`config.mk`:
```
export PLATFORM = sky130hd
export DESIGN_NAME = pwm_duty_window_average_core
export DESIGN_NICKNAME = d
export VERILOG_FILES = /design/src/rtl/core/pdwa_pkg.sv /design/src/rtl/core/pdwa_ctrl.sv /design/src/rtl/core/pdwa_datapath.sv /design/src/rtl/core/pwm_duty_window_average_core.sv
export SDC_FILE = /design/constraint.sdc
export NUM_CORES = 2
export LEC_CHECK = 0
export ABC_AREA = 0
export BUFFER_PORTS_ARGS = -buffer_cell sky130_fd_sc_hd__buf_2
export CAP_MARGIN = 10
export CORE_ASPECT_RATIO = 0.9
export CORE_MARGIN = 2
export CORE_UTILIZATION = 35
export DETAILED_ROUTE_END_ITERATION = 8
export HOLD_SLACK_MARGIN = 0.06
export PLACE_DENSITY = 0.62
export SLEW_MARGIN = 20
export SYNTH_ARGS = -nofsm -noshare
export SYNTH_HDL_FRONTEND = slang
export SYNTH_SLANG_ARGS = --single-unit
```
`constraint.sdc`:
```
create_clock -name clk -period 9.65 [get_ports clk]
set_input_delay 1.93 -clock clk [delete_from_list [all_inputs] [get_ports clk]]
set_output_delay 1.93 -clock clk [all_outputs]
set_load 0.02 [all_outputs]
```
`src/rtl/core/pdwa_pkg.sv`:
```
`timescale 1ns / 1ps
`default_nettype none

package pdwa_pkg;

    localparam int COUNT_BITS    = 16;
    localparam int MAX_WINDOW    = 4096;
    localparam int DUTY_BITS     = 16;

    localparam int NUM_CH        = 4;
    localparam int NUM_SUMS      = 2 * NUM_CH;
    localparam int SUM_BITS      = 30;
    localparam int WIN_BITS      = 13;
    localparam int CORR_BITS     = 11;
    localparam int CFG_DATA_BITS = 13;
    localparam int CFG_ADDR_BITS = 2;

    localparam int CNT_BITS      = $clog2(MAX_WINDOW + 1);
    localparam int PROD_BITS     = CORR_BITS + CNT_BITS + 1;
    localparam int CSUM_BITS     = SUM_BITS + 2;
    localparam int TOT_BITS      = SUM_BITS + 1;
    localparam int REM_BITS      = TOT_BITS + 1;
    localparam int CH_BITS       = $clog2(NUM_CH);
    localparam int STEP_BITS     = $clog2(DUTY_BITS);
    localparam int SIDX_BITS     = CH_BITS + 1;

    localparam logic [WIN_BITS-1:0] WINDOW_RESET = WIN_BITS'(1024);
    localparam logic [SUM_BITS-1:0] SUM_LIMIT    = '1;

    typedef logic [CFG_ADDR_BITS-1:0] cfg_addr_t;

    localparam cfg_addr_t REG_WINDOW_SAMPLES  = CFG_ADDR_BITS'(0);
    localparam cfg_addr_t REG_HIGH_CORRECTION = CFG_ADDR_BITS'(1);
    localparam cfg_addr_t REG_LOW_CORRECTION  = CFG_ADDR_BITS'(2);

    localparam logic [STEP_BITS-1:0] STEP_LAST = STEP_BITS'(DUTY_BITS - 1);
    localparam logic [CH_BITS-1:0]   CH_LAST   = CH_BITS'(NUM_CH - 1);

    typedef logic [COUNT_BITS-1:0] count_t;
    typedef logic [DUTY_BITS-1:0]  duty_t;

    typedef enum logic [2:0] {
        ST_ACCUM,
        ST_PROD,
        ST_LOAD,
        ST_DIV,
        ST_STORE,
        ST_PUBLISH
    } state_t;

    typedef struct packed {
        logic               accept;
        logic               prod_load;
        logic               chan_load;
        logic               div_step;
        logic               div_store;
        logic               publish;
        logic [CH_BITS-1:0] ch;
    } pdwa_cmd_t;

    typedef struct packed {
        logic close;
        logic out_free;
    } pdwa_status_t;

endpackage

`default_nettype wire

```
`src/rtl/core/pdwa_ctrl.sv`:
```
`timescale 1ns / 1ps
`default_nettype none

module pdwa_ctrl
    import pdwa_pkg::*;
(
    input  wire logic         clk,
    input  wire logic         rst_n,
    input  wire logic         in_valid,
    output logic              in_ready,
    input  wire pdwa_status_t status,
    output pdwa_cmd_t         cmd
);

    state_t                state_reg, state_next;
    logic [CH_BITS-1:0]    ch_reg, ch_next;
    logic [STEP_BITS-1:0]  step_reg, step_next;

    always_ff @(posedge clk or negedge rst_n)
    begin
        if (!rst_n)
        begin
            state_reg <= ST_ACCUM;
            ch_reg    <= '0;
            step_reg  <= '0;
        end
        else
        begin
            state_reg <= state_next;
            ch_reg    <= ch_next;
            step_reg  <= step_next;
        end
    end

    always_comb
    begin
        state_next = state_reg;
        ch_next    = ch_reg;
        step_next  = '0;
        in_ready   = 1'b0;
        cmd        = '0;
        cmd.ch     = ch_reg;
        unique case (state_reg)
            ST_ACCUM:
            begin
                in_ready = 1'b1;
                if (in_valid)
                begin
                    cmd.accept = 1'b1;
                    if (status.close)
                    begin
                        state_next = ST_PROD;
                    end
                end
            end
            ST_PROD:
            begin
                cmd.prod_load = 1'b1;
                ch_next       = '0;
                state_next    = ST_LOAD;
            end
            ST_LOAD:
            begin
                cmd.chan_load = 1'b1;
                state_next    = ST_DIV;
            end
            ST_DIV:
            begin
                cmd.div_step = 1'b1;
                step_next    = step_reg + STEP_BITS'(1);
                if (step_reg == STEP_LAST)
                begin
                    step_next  = '0;
                    state_next = ST_STORE;
                end
            end
            ST_STORE:
            begin
                cmd.div_store = 1'b1;
                if (ch_reg == CH_LAST)
                begin
                    state_next = ST_PUBLISH;
                end
                else
                begin
                    ch_next    = ch_reg + CH_BITS'(1);
                    state_next = ST_LOAD;
                end
            end
            ST_PUBLISH:
            begin
                if (status.out_free)
                begin
                    cmd.publish = 1'b1;
                    state_next  = ST_ACCUM;
                end
            end
            default:
            begin
                state_next = ST_ACCUM;
            end
        endcase
    end

endmodule

`default_nettype wire

```
`src/rtl/core/pdwa_datapath.sv`:
```
`timescale 1ns / 1ps
`default_nettype none

module pdwa_datapath
    import pdwa_pkg::*;
(
    input  wire logic                     clk,
    input  wire logic                     rst_n,
    input  wire logic                     cfg_we,
    input  wire cfg_addr_t                cfg_addr,
    input  wire logic [CFG_DATA_BITS-1:0] cfg_wdata,
    input  wire count_t                   counts [NUM_SUMS],
    input  wire pdwa_cmd_t                cmd,
    output pdwa_status_t                  status,
    input  wire logic                     out_ready,
    output logic                          out_valid,
    output duty_t                         duty [NUM_CH]
);

    logic [WIN_BITS-1:0]         win_reg;
    logic [CORR_BITS-1:0]        hcorr_reg;
    logic [CORR_BITS-1:0]        lcorr_reg;
    logic [SUM_BITS-1:0]         sums_reg [NUM_SUMS];
    logic [CNT_BITS-1:0]         cnt_reg;
    logic signed [PROD_BITS-1:0] hprod_reg;
    logic signed [PROD_BITS-1:0] lprod_reg;
    logic [TOT_BITS-1:0]         rem_reg;
    logic [TOT_BITS-1:0]         tot_reg;
    duty_t                       quo_reg;
    logic                        zero_reg;
    logic                        full_reg;
    duty_t                       dq_reg [NUM_CH];
    duty_t                       duty_reg [NUM_CH];
    logic                        out_valid_reg;

    logic [CNT_BITS-1:0]         win_eff;
    logic [CNT_BITS:0]           cnt_inc;
    logic [SUM_BITS-1:0]         hi_c;
    logic [SUM_BITS-1:0]         lo_c;
    logic [TOT_BITS-1:0]         total;
    logic [REM_BITS-1:0]         r2;
    logic [REM_BITS-1:0]         diff;
    logic [SIDX_BITS-1:0]        hi_idx;
    logic [SIDX_BITS-1:0]        lo_idx;

    function automatic logic [SUM_BITS-1:0] correct_sum(
        input logic [SUM_BITS-1:0]         sum,
        input logic signed [PROD_BITS-1:0] prod
    );
        logic signed [CSUM_BITS-1:0] s;
        logic [SUM_BITS-1:0]         r;
        s = $signed({2'b00, sum}) + CSUM_BITS'(prod);
        if (s[CSUM_BITS-1])
        begin
            r = '0;
        end
        else if (s[CSUM_BITS-2:SUM_BITS] != '0)
        begin
            r = SUM_LIMIT;
        end
        else
        begin
            r = s[SUM_BITS-1:0];
        end
        return r;
    endfunction

    function automatic logic [SUM_BITS-1:0] sat_add(
        input logic [SUM_BITS-1:0] sum,
        input count_t              cnt
    );
        logic [SUM_BITS:0]   s;
        logic [SUM_BITS-1:0] r;
        s = {1'b0, sum} + (SUM_BITS + 1)'(cnt);
        r = s[SUM_BITS] ? SUM_LIMIT : s[SUM_BITS-1:0];
        return r;
    endfunction

    // config registers
    always_ff @(posedge clk or negedge rst_n)
    begin
        if (!rst_n)
        begin
            win_reg   <= WINDOW_RESET;
            hcorr_reg <= '0;
            lcorr_reg <= '0;
        end
        else if (cfg_we)
        begin
            unique case (cfg_addr)
                REG_WINDOW_SAMPLES:  win_reg   <= cfg_wdata[WIN_BITS-1:0];
                REG_HIGH_CORRECTION: hcorr_reg <= cfg_wdata[CORR_BITS-1:0];
                REG_LOW_CORRECTION:  lcorr_reg <= cfg_wdata[CORR_BITS-1:0];
                default:             ;
            endcase
        end
    end

    always_comb
    begin
        if (win_reg == '0)
        begin
            win_eff = CNT_BITS'(1);
        end
        else if (32'(win_reg) > MAX_WINDOW)
        begin
            win_eff = CNT_BITS'(MAX_WINDOW);
        end
        else
        begin
            win_eff = CNT_BITS'(win_reg);
        end
    end

    assign cnt_inc         = {1'b0, cnt_reg} + (CNT_BITS + 1)'(1);
    assign status.close    = cnt_inc >= {1'b0, win_eff};
    assign status.out_free = !out_valid_reg || out_ready;

    // running sums
    always_ff @(posedge clk or negedge rst_n)
    begin
        if (!rst_n)
        begin
            for (int i = 0; i < NUM_SUMS; i++)
            begin
                sums_reg[i] <= '0;
            end
            cnt_reg <= '0;
        end
        else if (cmd.accept)
        begin
            for (int i = 0; i < NUM_SUMS; i++)
            begin
                sums_reg[i] <= sat_add(sums_reg[i], counts[i]);
            end
            cnt_reg <= cnt_inc[CNT_BITS-1:0];
        end
        else if (cmd.publish)
        begin
            for (int i = 0; i < NUM_SUMS; i++)
            begin
                sums_reg[i] <= '0;
            end
            cnt_reg <= '0;
        end
    end

    assign hi_idx = {cmd.ch, 1'b0};
    assign lo_idx = {cmd.ch, 1'b1};
    assign hi_c   = correct_sum(sums_reg[hi_idx], hprod_reg);
    assign lo_c   = correct_sum(sums_reg[lo_idx], lprod_reg);
    assign total  = {1'b0, hi_c} + {1'b0, lo_c};
    assign r2     = {rem_reg, 1'b0};
    assign diff   = r2 - {1'b0, tot_reg};

    // correction products and fractional divider, one quotient bit per cycle
    always_ff @(posedge clk)
    begin
        if (cmd.prod_load)
        begin
            hprod_reg <= PROD_BITS'($signed(hcorr_reg)) * PROD_BITS'($signed({1'b0, cnt_reg}));
            lprod_reg <= PROD_BITS'($signed(lcorr_reg)) * PROD_BITS'($signed({1'b0, cnt_reg}));
        end
        if (cmd.chan_load)
        begin
            rem_reg  <= {1'b0, hi_c};
            tot_reg  <= total;
            quo_reg  <= '0;
            zero_reg <= total == '0;
            full_reg <= (lo_c == '0) && (hi_c != '0);
        end
        else if (cmd.div_step)
        begin
            if (r2 >= {1'b0, tot_reg})
            begin
                rem_reg <= diff[TOT_BITS-1:0];
                quo_reg <= {quo_reg[DUTY_BITS-2:0], 1'b1};
            end
            else
            begin
                rem_reg <= r2[TOT_BITS-1:0];
                quo_reg <= {quo_reg[DUTY_BITS-2:0], 1'b0};
            end
        end
        if (cmd.div_store)
        begin
            if (zero_reg)
            begin
                dq_reg[cmd.ch] <= '0;
            end
            else if (full_reg)
            begin
                dq_reg[cmd.ch] <= '1;
            end
            else
            begin
                dq_reg[cmd.ch] <= quo_reg;
            end
        end
        if (cmd.publish)
        begin
            duty_reg <= dq_reg;
        end
    end

    always_ff @(posedge clk or negedge rst_n)
    begin
        if (!rst_n)
        begin
            out_valid_reg <= 1'b0;
        end
        else if (cmd.publish)
        begin
            out_valid_reg <= 1'b1;
        end
        else if (out_ready)
        begin
            out_valid_reg <= 1'b0;
        end
    end

    assign out_valid = out_valid_reg;
    assign duty      = duty_reg;

endmodule

`default_nettype wire

```
`src/rtl/core/pwm_duty_window_average_core.sv`:
```
// Windowed duty measurement for four PWM channels (lx, ly, rx, ry).
// Input channel (in_valid/in_ready): one high and one low count per channel
// per transfer; counts are added into eight saturating 30-bit sums.
// Output channel (out_valid/out_ready): one transfer per window carrying the
// four duties high/(high+low) in unsigned Q0.16, floored, saturated at 65535.
// Config port: cfg_we/cfg_addr/cfg_wdata; 0 window_samples, 1 high_correction,
// 2 low_correction. Write only while idle.
// Throughput: one input transfer per cycle inside a window. The transfer that
// closes a window starts the correction and a shared radix-2 divider, one
// quotient bit per cycle; the channels are loaded, divided and stored in
// turn, and in_ready stays low until the new result is published.
// If the previous result is still unread at the end, the block holds the new
// result (and in_ready low) until the output register frees up.
// Reset: sums and sample count clear, window_samples 1024, corrections 0,
// out_valid low.
`timescale 1ns / 1ps
`default_nettype none

module pwm_duty_window_average_core
    import pdwa_pkg::*;
(
    input  wire logic                     clk,
    input  wire logic                     rst_n,
    input  wire logic                     cfg_we,
    input  wire logic [CFG_ADDR_BITS-1:0] cfg_addr,
    input  wire logic [CFG_DATA_BITS-1:0] cfg_wdata,
    input  wire logic                     in_valid,
    output logic                          in_ready,
    input  wire logic [COUNT_BITS-1:0]    lx_high_count,
    input  wire logic [COUNT_BITS-1:0]    lx_low_count,
    input  wire logic [COUNT_BITS-1:0]    ly_high_count,
    input  wire logic [COUNT_BITS-1:0]    ly_low_count,
    input  wire logic [COUNT_BITS-1:0]    rx_high_count,
    input  wire logic [COUNT_BITS-1:0]    rx_low_count,
    input  wire logic [COUNT_BITS-1:0]    ry_high_count,
    input  wire logic [COUNT_BITS-1:0]    ry_low_count,
    output logic                          out_valid,
    input  wire logic                     out_ready,
    output logic [DUTY_BITS-1:0]          lx_duty,
    output logic [DUTY_BITS-1:0]          ly_duty,
    output logic [DUTY_BITS-1:0]          rx_duty,
    output logic [DUTY_BITS-1:0]          ry_duty
);

    pdwa_cmd_t    cmd;
    pdwa_status_t status;
    count_t       counts [NUM_SUMS];
    duty_t        duty [NUM_CH];

    assign counts[0] = lx_high_count;
    assign counts[1] = lx_low_count;
    assign counts[2] = ly_high_count;
    assign counts[3] = ly_low_count;
    assign counts[4] = rx_high_count;
    assign counts[5] = rx_low_count;
    assign counts[6] = ry_high_count;
    assign counts[7] = ry_low_count;

    assign lx_duty = duty[0];
    assign ly_duty = duty[1];
    assign rx_duty = duty[2];
    assign ry_duty = duty[3];

    pdwa_ctrl u_ctrl (
        .clk      (clk),
        .rst_n    (rst_n),
        .in_valid (in_valid),
        .in_ready (in_ready),
        .status   (status),
        .cmd      (cmd)
    );

    pdwa_datapath u_datapath (
        .clk       (clk),
        .rst_n     (rst_n),
        .cfg_we    (cfg_we),
        .cfg_addr  (cfg_addr),
        .cfg_wdata (cfg_wdata),
        .counts    (counts),
        .cmd       (cmd),
        .status    (status),
        .out_ready (out_ready),
        .out_valid (out_valid),
        .duty      (duty)
    );

`ifndef SYNTHESIS
    a_publish_sets_valid: assert property (
        @(posedge clk) disable iff (!rst_n)
        cmd.publish |=> out_valid
    ) else $error("publish did not raise out_valid");

    a_no_overwrite: assert property (
        @(posedge clk) disable iff (!rst_n)
        cmd.publish |-> (!out_valid || out_ready)
    ) else $error("unread result overwritten");

    a_close_stalls_input: assert property (
        @(posedge clk) disable iff (!rst_n)
        (in_valid && in_ready && status.close) |=> !in_ready
    ) else $error("input taken while window result pending");
`endif

endmodule

`default_nettype wire
```
==> results.sh <==
export IMPL_status="finished, final reports clean"
export IMPL_yosysWarnings=0
export IMPL_met2_length_um=62800
export IMPL_cp_startpoint="u_ctrl.ch_reg[0]"
export IMPL_syn_area_um2=46200
export IMPL_gp_congestion=0.900
export IMPL_rows=126
export IMPL_synth_main_ff_cell="dfrtp_1"
export IMPL_hold_buffers=0
export IMPL_overflow=0
export IMPL_synth_top_area_share_pct=16.1
export IMPL_hold_violations=0
export IMPL_fin_worst_skew_ps=35.6
export IMPL_max_slew_margin_pct=15.9
export IMPL_synth_top_family_by_area="adder cells"
export IMPL_stdcell_count=6855
export IMPL_synth_fp_nets=5740
export IMPL_synthTopCellsByArea="dfrtp_1 (16%), edfxtp_1 (16%), ha_1 (11%)"
export IMPL_finalWirelength_um=139000
export IMPL_synth_adder_area_share_pct=20.5
export IMPL_dp_hpwl_um=105000
export IMPL_final_util_pct=39.2
export IMPL_cts_buffers=67
export IMPL_muxShareOfSynthArea_pct=4.13
export IMPL_drtIter0Drc=3122
export IMPL_grt_pass1_vias=36300
export IMPL_critPathRequiredTime_ps=10140
export IMPL_layout_nets=5853
export IMPL_clock_path_buffers=3
export IMPL_fin_setup_tns_ps=0
export IMPL_leakagePower_nw=22.6
export IMPL_drv_cap=0
export IMPL_clock_latency_ps=680
export IMPL_gr_usage_all_layers_pct=20.3
export IMPL_fp_dieH_um=349
export IMPL_cp_end_kind="register"
export IMPL_drc=0
export IMPL_clockRootBuffer="clkbuf_16"
export IMPL_rsz0062_at_grt="false"
export IMPL_powerDensity_nw_per_um2=336
export IMPL_io_buffers=213
export IMPL_clk_pin_slew_ps=60
export IMPL_drive_gt1_share_pct=10.3
export IMPL_synth_xor_xnor_area_share_pct=4.72
export IMPL_drtPass1Iterations=5
export IMPL_synth_edff_count=241
export IMPL_largest_reg_flops=240
export IMPL_synthMostInstantiatedCell="nand2_1"
export IMPL_synth_seq_cells=556
export IMPL_fin_crit_sh_pct=89.9
export IMPL_setup_violations=0
export IMPL_cts_resized_gates=0
export IMPL_die_area_um2=135000
export IMPL_grt_pass1_wl_um=215000
export IMPL_cp_max_fo=23
export IMPL_dp_cells=6733
export IMPL_antenna_cells=0
export IMPL_ys_seq_area_share_pct=32.5
export IMPL_fmax_mhz=115
export IMPL_syn_to_final_growth_pct=11.2
export IMPL_final_max_slew_viol_count=0
export IMPL_postSynth_asyncResetShare_pct=53.6
export IMPL_antenna_found_initial=12
export IMPL_vias=37400
export IMPL_power_total_mw=17.3
export IMPL_synthCells=4962
export IMPL_tightest_slew_ps=1240
export IMPL_clock_sinks=556
export IMPL_cts_setup_buffers=0
export IMPL_cp_start_kind="register"
export IMPL_grt_max_degree=121
export IMPL_wl_met1_um=63100
export IMPL_wl_met3_um=9130
export IMPL_cts_tree="built"
export IMPL_nFillCells=12900
export IMPL_initial_core_util_pct=35.3
export IMPL_antenna_left=0
export IMPL_core_area_um2=131000
export IMPL_cp_arrival_ps=9170
export IMPL_hold_path_class="register to register"
export IMPL_via_per_inst=5.46
export IMPL_min_from="u_datapath.dq_reg[2]"
export IMPL_synth_top_area_cell="dfrtp_1"
export IMPL_period_minus_slack_ps=8680
export IMPL_drt_wirelength_per_cell_um=20.2
export IMPL_vdd_ir_drop_max_v=0.000200
export IMPL_cts_max_level=3
export IMPL_synth_area_per_cell_um2=9.31
export IMPL_highest_layer="met5"
export IMPL_synth_compound_area_share_pct=17.4
export IMPL_critPathKind="register to register"
export IMPL_yosys_top_cells_count="nand2_1 (504), a21oi_1 (434), ha_1 (420), inv_1 (417), dfrtp_1 (297)"
export IMPL_io_pins=214
export IMPL_synth_distinct_cells=87
export IMPL_rr_startpoint="u_ctrl.ch_reg[0]"
export IMPL_yosys_area_share_simple_pct=15.5
export IMPL_dieWidth_um=387
layout by cell type (no fill, tap or decap), types with 57 or more instances in the layout:
cell type,count
a21o_1,106
a21oi_1,434
a31oi_1,107
and2_1,167
and3_1,63
buf_2,212
clkbuf_16,67
dfrtp_1,295
edfxtp_1,241
fa_1,210
ha_1,420
inv_1,414
mux4_2,60
nand2_1,503
nand2b_1,57
nand3_1,138
nor2_1,284
nor3_1,87
o21ai_0,276
xnor2_1,153
xor2_1,94
critical path: stages (launching register included):
cell      delay [ps]
dfrtp_4          690
buf_4            470
mux4_2           560
ha_1             360
a21oi_1          280
nand2_1          110
a31oi_1          270
a211oi_1         140
nor3b_1          500
a31oi_1          190
a21boi_1         230
inv_1             60
a21oi_1          390
xnor2_2          280
nor2_1           110
ha_1             250
fa_1             480
a211oi_1         320
o21ai_1          150
a211o_1          330
o21ai_2          210
o31ai_1          160
xor2_1           200
nor4b_1          430
nand2_1          120
or4_1            440
or4b_1           560
nor4_2           170
cells by family (layout without fill, tap and decap cells):
logic type	after synthesis	after routing
adder cells (fa/ha/maj)	630	630
AO/OA/AOI/OAI	1294	1294
XOR/XNOR	249	249
flip-flops	556	556
buffers and inverters	633	798
multiplexers	111	111
AND/OR/NAND/NOR	1489	1489
path summary, 6_finish.rpt:
| path | slack (ps) | to | cells after the start |
|---|---|---|---|
| worst min-delay path | 440 | u_datapath.duty[2] | 0 |
| worst max-delay path | 970 | u_datapath.zero_reg | 27 |
| worst max register to register | 970 | u_datapath.zero_reg | 27 |
| max in group asynchronous | 6740 | u_ctrl.step_reg[1] | 2 |
| min in group asynchronous | 1410 | u_datapath.cnt_reg[11] | 1 |
| worst min register to register | 440 | u_datapath.duty[2] | 0 |
report_power, final:
part,switching (mW),leakage [nW],internal (mW),total (mW)
clock,1.13,1.12,1.52,2.65
sequential,0.827,6.13,3.51,4.34
combinational,6.11,15.3,4.17,10.3
total,8.07,22.6,9.19,17.3
cell type report:
| class | instances | area [µm²] | share of cell area [%] |
|---|---|---|---|
| clock buffer | 83 | 1810 | 3.52 |
| timing repair buffer | 260 | 1450 | 2.81 |
| multi-input combinational | 3773 | 28900 | 56.2 |
| clock inverter | 38 | 469 | 0.913 |
| sequential | 556 | 15000 | 29.3 |
| inverter | 417 | 1570 | 3.06 |
| tap | 1728 | 2160 | 4.21 |
per-layer routing:
layer	vias to the layer above	track usage, %
li1	17900	-
met1	18300	28.3
met2	1073	32.3
met3	176	3.75
met4	2	5.54
met5	-	0
stage by stage:
stage                     hold WS [ps]  setup WS (ps)  area [µm²]
after floorplan                    421           1750       46200
after global placement             426           1070       49100
after detailed placement           429           1030       49100
after CTS                          443            966       51400
after global routing               457            373       51400
final                              442            971       51400
No activity file was read; power rests on OpenSTA's default activity.
